<file path="src/rtl/lbp3_pkg.sv">
// Shared types and constants for the 3x3 local binary pattern unit.
package lbp3_pkg;

   // Build-time defaults
   localparam int MAX_WIDTH_DEFAULT = 4096;

   // Field widths
   localparam int PIXEL_W  = 8;
   localparam int CODE_W   = 8;
   localparam int CCOL_W   = 12;
   localparam int ROW_W    = 16;
   localparam int IMG_W_W  = 13;
   localparam int CSR_W    = 16;
   localparam int CMP_W    = 17;
   localparam int RSP_DATA_W = 40;

   // Register reset values and the smallest usable dimension
   localparam logic [IMG_W_W-1:0] IMAGE_WIDTH_RESET  = 13'd640;
   localparam logic [ROW_W-1:0]   IMAGE_HEIGHT_RESET = 16'd480;
   localparam logic [CMP_W-1:0]   MIN_DIM            = 17'd3;

   // Register indexes
   typedef enum logic [0:0] {
      CSR_IMAGE_WIDTH  = 1'b0,
      CSR_IMAGE_HEIGHT = 1'b1
   } csr_index_type;

   // One window column, top row to bottom row
   typedef struct packed {
      logic [PIXEL_W-1:0] top;
      logic [PIXEL_W-1:0] mid;
      logic [PIXEL_W-1:0] bot;
   } column_type;

endpackage

</file>
<file path="src/rtl/lbp3_window.sv">
// Two-column window registers and the eight neighbour comparisons.
module lbp3_window
   import lbp3_pkg::*;
(
   input  logic               clock,
   input  logic               reset,
   input  logic               shift,
   input  column_type         new_col,
   output logic [CODE_W-1:0]  code
);

   column_type prev1_ff, prev1_in;
   column_type prev2_ff, prev2_in;
   logic [PIXEL_W-1:0] centre;

   // Advance the window by one column
   always_comb begin
      prev1_in = prev1_ff;
      prev2_in = prev2_ff;
      if (shift) begin
         prev1_in = new_col;
         prev2_in = prev1_ff;
      end
   end

   always_ff @(posedge clock) begin
      if (reset) begin
         prev1_ff <= '0;
         prev2_ff <= '0;
      end else begin
         prev1_ff <= prev1_in;
         prev2_ff <= prev2_in;
      end
   end

   // Compare each neighbour against the centre, clockwise from top-left
   assign centre = prev1_ff.mid;
   always_comb begin
      code[7] = (prev2_ff.top >= centre);
      code[6] = (prev1_ff.top >= centre);
      code[5] = (new_col.top  >= centre);
      code[4] = (new_col.mid  >= centre);
      code[3] = (new_col.bot  >= centre);
      code[2] = (prev1_ff.bot >= centre);
      code[1] = (prev2_ff.bot >= centre);
      code[0] = (prev2_ff.mid >= centre);
   end

endmodule

</file>
<file path="config.mk">
export PLATFORM = sky130hd
export DESIGN_NAME = lbp3_window
export DESIGN_NICKNAME = d
export VERILOG_FILES = /design/src/rtl/lbp3_pkg.sv /design/src/rtl/lbp3_window.sv
export SDC_FILE = /design/constraint.sdc
export NUM_CORES = 1
export LEC_CHECK = 0
export ABC_AREA = 1
export BUFFER_PORTS_ARGS = -buffer_cell sky130_fd_sc_hd__clkbuf_2
export CAP_MARGIN = 30
export CORE_ASPECT_RATIO = 0.75
export CORE_MARGIN = 4
export CORE_UTILIZATION = 60
export CTS_CLUSTER_SIZE = 14
export DETAILED_ROUTE_END_ITERATION = 6
export GPL_TIMING_DRIVEN = 0
export PLACE_DENSITY = 0.8
export SETUP_SLACK_MARGIN = 0.3
export SLEW_MARGIN = 0
export SYNTH_ARGS = -nofsm -noshare
export SYNTH_HDL_FRONTEND = slang
export SYNTH_SLANG_ARGS = --single-unit
</file>
<file path="constraint.sdc">
create_clock -name clock -period 1.8 [get_ports clock]
set_clock_uncertainty 0.05 [all_clocks]
set_input_delay 0.18 -clock clock [delete_from_list [all_inputs] [get_ports clock]]
set_output_delay 0.18 -clock clock [all_outputs]
set_load 0.02 [all_outputs]
</file>
==> results of run 1 <==
-- flip-flops by register name, summed over array words and instances, names as in the netlist --
signal / flops
prev2_ff: 24
prev1_ff: 16
centre: 8
-- report_power, final --
| part | switching, uW | internal, uW | total [uW] |
|---|---|---|---|
| Clock | 388 | 314 | 703 |
| Combinational | 569 | 477 | 1050 |
| Sequential | 58.8 | 1120 | 1180 |
| Total | 1020 | 1910 | 2930 |
-- per-stage QoR --
stage | setup slack (ns) | std cells | total power, uW
2_1_floorplan | 0.366 | 426 | 1690
3_3_place_gp | 0.0265 | 530 | 1860
3_5_place_dp | 0.0163 | 530 | 1900
4_1_cts | -0.179 | 556 | 2690
5_1_grt | -0.375 | 563 | 3090
6_report | -0.311 | 563 | 2930
-- layer usage --
metal / part of all wire / track usage / wire (microns)
met1: 0.43 / 0.340 / 4140
met2: 0.49 / 0.463 / 4720
met3: 0.063 / 0.0472 / 610
met4: 0.022 / 0.101 / 216
met5: 0 / 0 / 0
-- final cells by class --
type                    instances  area [sq um]
repair buffers                 55           450
flip-flops and latches         48           976
plain buffers                  15           144
clock buffers                   8          90.1
multi-input cells             316          2380
fillers                       268           708
inverters                      47           210
well taps                      72          90.1
repair inverters                2          15.0
-- final timing paths --
check	slack, ns	cells after the start	start	to
worst min register to register	0.43	2	prev2_ff[17]	prev2_ff[17]
worst min-delay path	0.06	3	new_col[18]	prev1_ff[18]
worst max-delay path	-0.31	9	centre[3]	code[3]
worst max register to register	0.54	5	centre[1]	centre[1]
-- cells in the final DEF, fill, tap and decap left out, drive strengths merged --
cell	Yosys	final
a211oi	20	20
a21o	1	1
a21oi	44	44
buf	13	41
clkbuf	2	37
clkinvlp	0	9
dfxtp	48	48
ha	64	64
inv	47	40
nand2	134	134
nand3	8	8
nand4	1	1
nor2	37	37
o21a	7	7
-- kinds of logic (layout without fill, tap and decap cells) --
family | Yosys count | in the layout
flip-flops | 48 | 48
AO/OA/AOI/OAI | 72 | 72
AND/OR/NAND/NOR | 180 | 180
adder cells (fa/ha/maj) | 64 | 64
buffers and inverters | 62 | 127
-- repair_timing --
action	4_1_cts	5_1_grt
gates resized for setup	50	65
pin swaps	5	18
cloned	2	0
hold buffers	0	0
setup buffers	16	7
hold endpoints to repair	0	0
setup endpoints to repair	8	8
-- worst max-delay path: stages (launching register included) --
cell        delay, ns
dfxtp_4          0.39
clkinvlp_4       0.22
ha_1             0.38
nand2_1          0.08
inv_1            0.08
nand2_1          0.07
nand2_2          0.10
nand2_2          0.06
nand2_2          0.07
buf_8            0.11
==> results.cfg, run 1 <==
[outcome]
outcome = finished, violations left
violations = negative setup slack

[global_route]
antenna_found_initial = 0
grt-ovfl-total = 0
grt_pass1_wl_microns = 14000
grt_pass1_vias = 3012
grt.total_usage = 0.270
grt_max_degree = 14

[yosys]
synth-xor-area-share = 0
synth.distinct_cells = 18
yosys-top-cells-count = 134 x nand2_1, 64 x ha_1, 48 x dfxtp_1
synth_top_family_by_area = adder cells
syn-cell-area_sq_um = 3260
muxShareOfSynthArea = 0
syn-num-nets = 517
ys_warn_count = 0
synthCells = 426
synth-edff-count = 0
synthAdderAreaFrac = 0.245
yosysMostFrequentCell = nand2_1
netlist.area_leader.share = 0.294
synth-async-reset-ratio = 0
synthTopCellsByArea = dfxtp_1 29%, ha_1 25%, nand2_1 15%
syn_area_per_cell_sq_um = 7.66
synth_seq_cells = 48
yosys.area_share.simple = 0.211
synth_top_area_cell = dfxtp_1
ys_seq_area_frac = 0.294
synth_ff_type = dfxtp_1
synth-compound-area-share = 0.149

[clock_tree]
htree_num_levels = 2
clock-sinks = 48
cts_buffers = 5
clkSlewWorstSetupHoldPaths_ns = 0.09
clk_path_buf_depth = 2
clock_latency_ns = 0.32
clockRootBuffer = clkbuf_8
cts_tree = built

[sta]
period_minus_slack_ns = 2.11
worstMarginPinSlew_ns = 0.631
layout_setup_ws_ns = -0.311
tns_ns = -1.83
final-hold-violation-count = 0
drv_slew = 0
maxSlewHeadroom = 0.579
rsz0062_at_grt = true
fmax_mhz = 474
setup_viol = 8
post-route-period-util = 1.17
holdWs_ns = 0.0649

[floorplan]
die_w_microns = 93.2
initial_core_util = 0.644
die_area_sq_um = 6690
rows = 22
die_h_microns = 71.9
core_area_sq_um = 5060
io-pin-count = 35

[final_layout]
antenna_cells = 0
final_cell_area_sq_um = 4360
area_growth_syn_to_layout_pct = 33.5
drive_above_1_share = 0.344
layout.nets = 581
fin_util = 0.860

[drt]
dr.pass1.iters = 5
vias_per_cell = 5.68
vias = 3197
drt_wl_total_microns = 9680
drc = 0
drt-initial-drc-count = 231
ant_nets = 0
wire_per_inst_microns = 17.2

[critical_path]
startpoint_type = flip-flop
critical_path_class = flip-flop to output pin
required_ns = 1.57
critPathMaxFanout = 5
crit_arrival_ns = 1.88
setup.worst_path.end_class = output pin

[pwr]
irDropWorstVdd_v = 0.000678
p_per_area_nw_per_um2 = 672
leakagePower_uw = 0.00198

[placement]
dp_hpwl_microns = 5510
placed_area_sq_um = 3510
gp_congestion = 0.815
io_buffers = 32

[hold_path]
hold_path.class = primary input to flip-flop

[flow_run]
maxCapViolations = 0
No activity file was read; power rests on OpenSTA's default activity.
==> run 2: changes to the inputs <==
--- a/config.mk
+++ b/config.mk
@@ -15,6 +15,7 @@
 export DETAILED_ROUTE_END_ITERATION = 6
 export GPL_TIMING_DRIVEN = 0
 export PLACE_DENSITY = 0.8
+export REMOVE_ABC_BUFFERS = 1
 export SETUP_SLACK_MARGIN = 0.3
 export SLEW_MARGIN = 0
 export SYNTH_ARGS = -nofsm -noshare
==> run 2 against run 1 <==
The run still ends with negative setup slack left. Fmax shrank 0.28%. Final cell count decreased by 0.89%. Via count down 0.41%. Critical path depth rose by 1. Sequential cell count unchanged. Worst setup slack got worse by 0.0060 ns. First-iteration DRC count decreased by 22%. Global-route usage down 2.0 points. Register-to-register slack lost 0.06 ns. Worst hold slack got worse by 0.0071 ns. Combinational power about the same.
==> results.cfg, run 2 (synthesis gave the netlist of run 1 again) <==
[clock_tree]
cts_buffers = 5
clock-sinks = 48
cts_tree = built
clock_latency_ns = 0.31
htree_num_levels = 2
clockRootBuffer = clkbuf_8
clkSlewWorstSetupHoldPaths_ns = 0.10
clk_path_buf_depth = 2

[hold_path]
worstHoldStart = new_col[21]
min_path_cells = 3
min_to = prev1_ff[21]
hold_path.class = primary input to flip-flop

[drt]
ant_nets = 0
dr.pass1.iters = 5
drc = 0
vias_per_cell = 5.71
drt-initial-drc-count = 181
wire_per_inst_microns = 16.8
vias = 3184
drt_wl_total_microns = 9380

[critical_path]
critical_path_class = flip-flop to output pin
reg2reg_slack_ns = 0.48
crit_arrival_ns = 1.89
setup.worst_path.end_class = output pin
r2r_cells = 5
r2r-end = centre[3]
required_ns = 1.57
critPathMaxFanout = 4
r2r_start = centre[3]
startpoint_type = flip-flop

[flow_run]
maxCapViolations = 0

[pwr]
irDropWorstVdd_v = 0.000414
p_int_uw = 1910
leakagePower_uw = 0.00195
p_per_area_nw_per_um2 = 679
netSwitchingFraction = 0.344
pwr-share-clk = 0.242
comb_power_share = 0.353
p_switching_uw = 1000
seqPwrFrac = 0.406

[sta]
worstMarginPinSlew_ns = 0.741
rsz0062_at_grt = true
maxSlewHeadroom = 0.506
fmax_mhz = 472
layout_setup_ws_ns = -0.317
setup_viol = 8
tns_ns = -1.76
period_minus_slack_ns = 2.12
final-hold-violation-count = 0
post-route-period-util = 1.18
drv_slew = 0

[final_layout]
layout_commonest_cell = nand2_1
area_growth_syn_to_layout_pct = 31.5
largest_reg_flops = 24
layout.nets = 576
fill_cells = 289
fin_util = 0.847
drive_above_1_share = 0.319
antenna_cells = 0
final_cell_mix = 117 x nand2_1, 41 x ha_1, 40 x a21oi_1, 40 x dfxtp_1, 34 x nor2_1
top_register = prev2_ff

[global_route]
grt-ovfl-total = 0
grt_max_degree = 45
grt.total_usage = 0.250
antenna_found_initial = 0
grt_pass1_vias = 2903
grt_pass1_wl_microns = 13200

[floorplan]
die_w_microns = 93.2
core_area_sq_um = 5060
die_h_microns = 71.9
die_area_sq_um = 6690
initial_core_util = 0.644
rows = 22
io-pin-count = 35

[placement]
gp_congestion = 0.836
io_buffers = 34
dp_hpwl_microns = 4800

[outcome]
outcome = finished, violations left
violations = negative setup slack
## run 2: worst max path at each step
stage,start,end,slack (ns),cells past startpoint
6_report,centre[3],code[0],-0.32,10
5_1_grt,centre[3],code[0],-0.35,10
4_1_cts,centre[1],code[5],-0.18,9
3_5_place_dp,centre[7],code[7],0.1,6
3_3_place_gp,shift,centre[1],-0.004,4
2_1_floorplan,centre[5],code[7],0.37,6
## run 2: cell type report
cell class	instances	area, sq um	area share
Timing Repair Buffer	65	572	0.133
Inverter	47	210	0.0490
Timing Repair inverter	2	15.0	0.00350
Multi-Input combinational cell	316	2340	0.545
Clock buffer	8	90.1	0.0210
Sequential cell	48	976	0.227
Tap cell	72	90.1	0.0210
## run 2: worst max-delay path, cell delays in order (launching register included)
cell and delay [ns]:
dfxtp_4 0.39, buf_12 0.11, clkinvlp_4 0.18, ha_4 0.35, nand2_2 0.07, inv_2 0.07
nand2_2 0.05, nand2_1 0.07, nand2_1 0.08, nand2_2 0.09, buf_8 0.11
## run 2: what timing repair did
| item | in CTS | in global routing |
|---|---|---|
| setup endpoints to repair | 8 | 8 |
| pin swaps | 4 | 23 |
| hold buffers | 0 | 0 |
| gates resized for setup | 46 | 53 |
| gates cloned | 2 | 0 |
| setup buffers | 22 | 7 |
## run 2: metrics by stage
stage	std cells	power (uW)	area [sq um]	setup WS, ns	hold slack [ns]
after global routing	558	3060	4290	-0.354	0.0765
after detailed placement	519	1870	3430	0.0958	0.388
after floorplan	411	1630	3120	0.366	0.199
final	558	2910	4290	-0.317	0.0577
after CTS	551	2680	3950	-0.175	0.0624
after global placement	517	1820	3380	-0.00374	0.385
## run 2: power by group through the flow
stage	registers (uW)	logic [uW]	clock network, uW
after detailed placement	1180	687	0
after global placement	1180	639	0
final	1180	1030	703
after CTS	1170	829	684
after global routing	1180	1130	740
after floorplan	1170	464	0
## run 2: per-layer routing
layer / wire, microns / GRT usage
met4: 423 / 0.101
met3: 530 / 0.0441
met5: 0 / 0
met1: 3880 / 0.297
met2: 4550 / 0.447
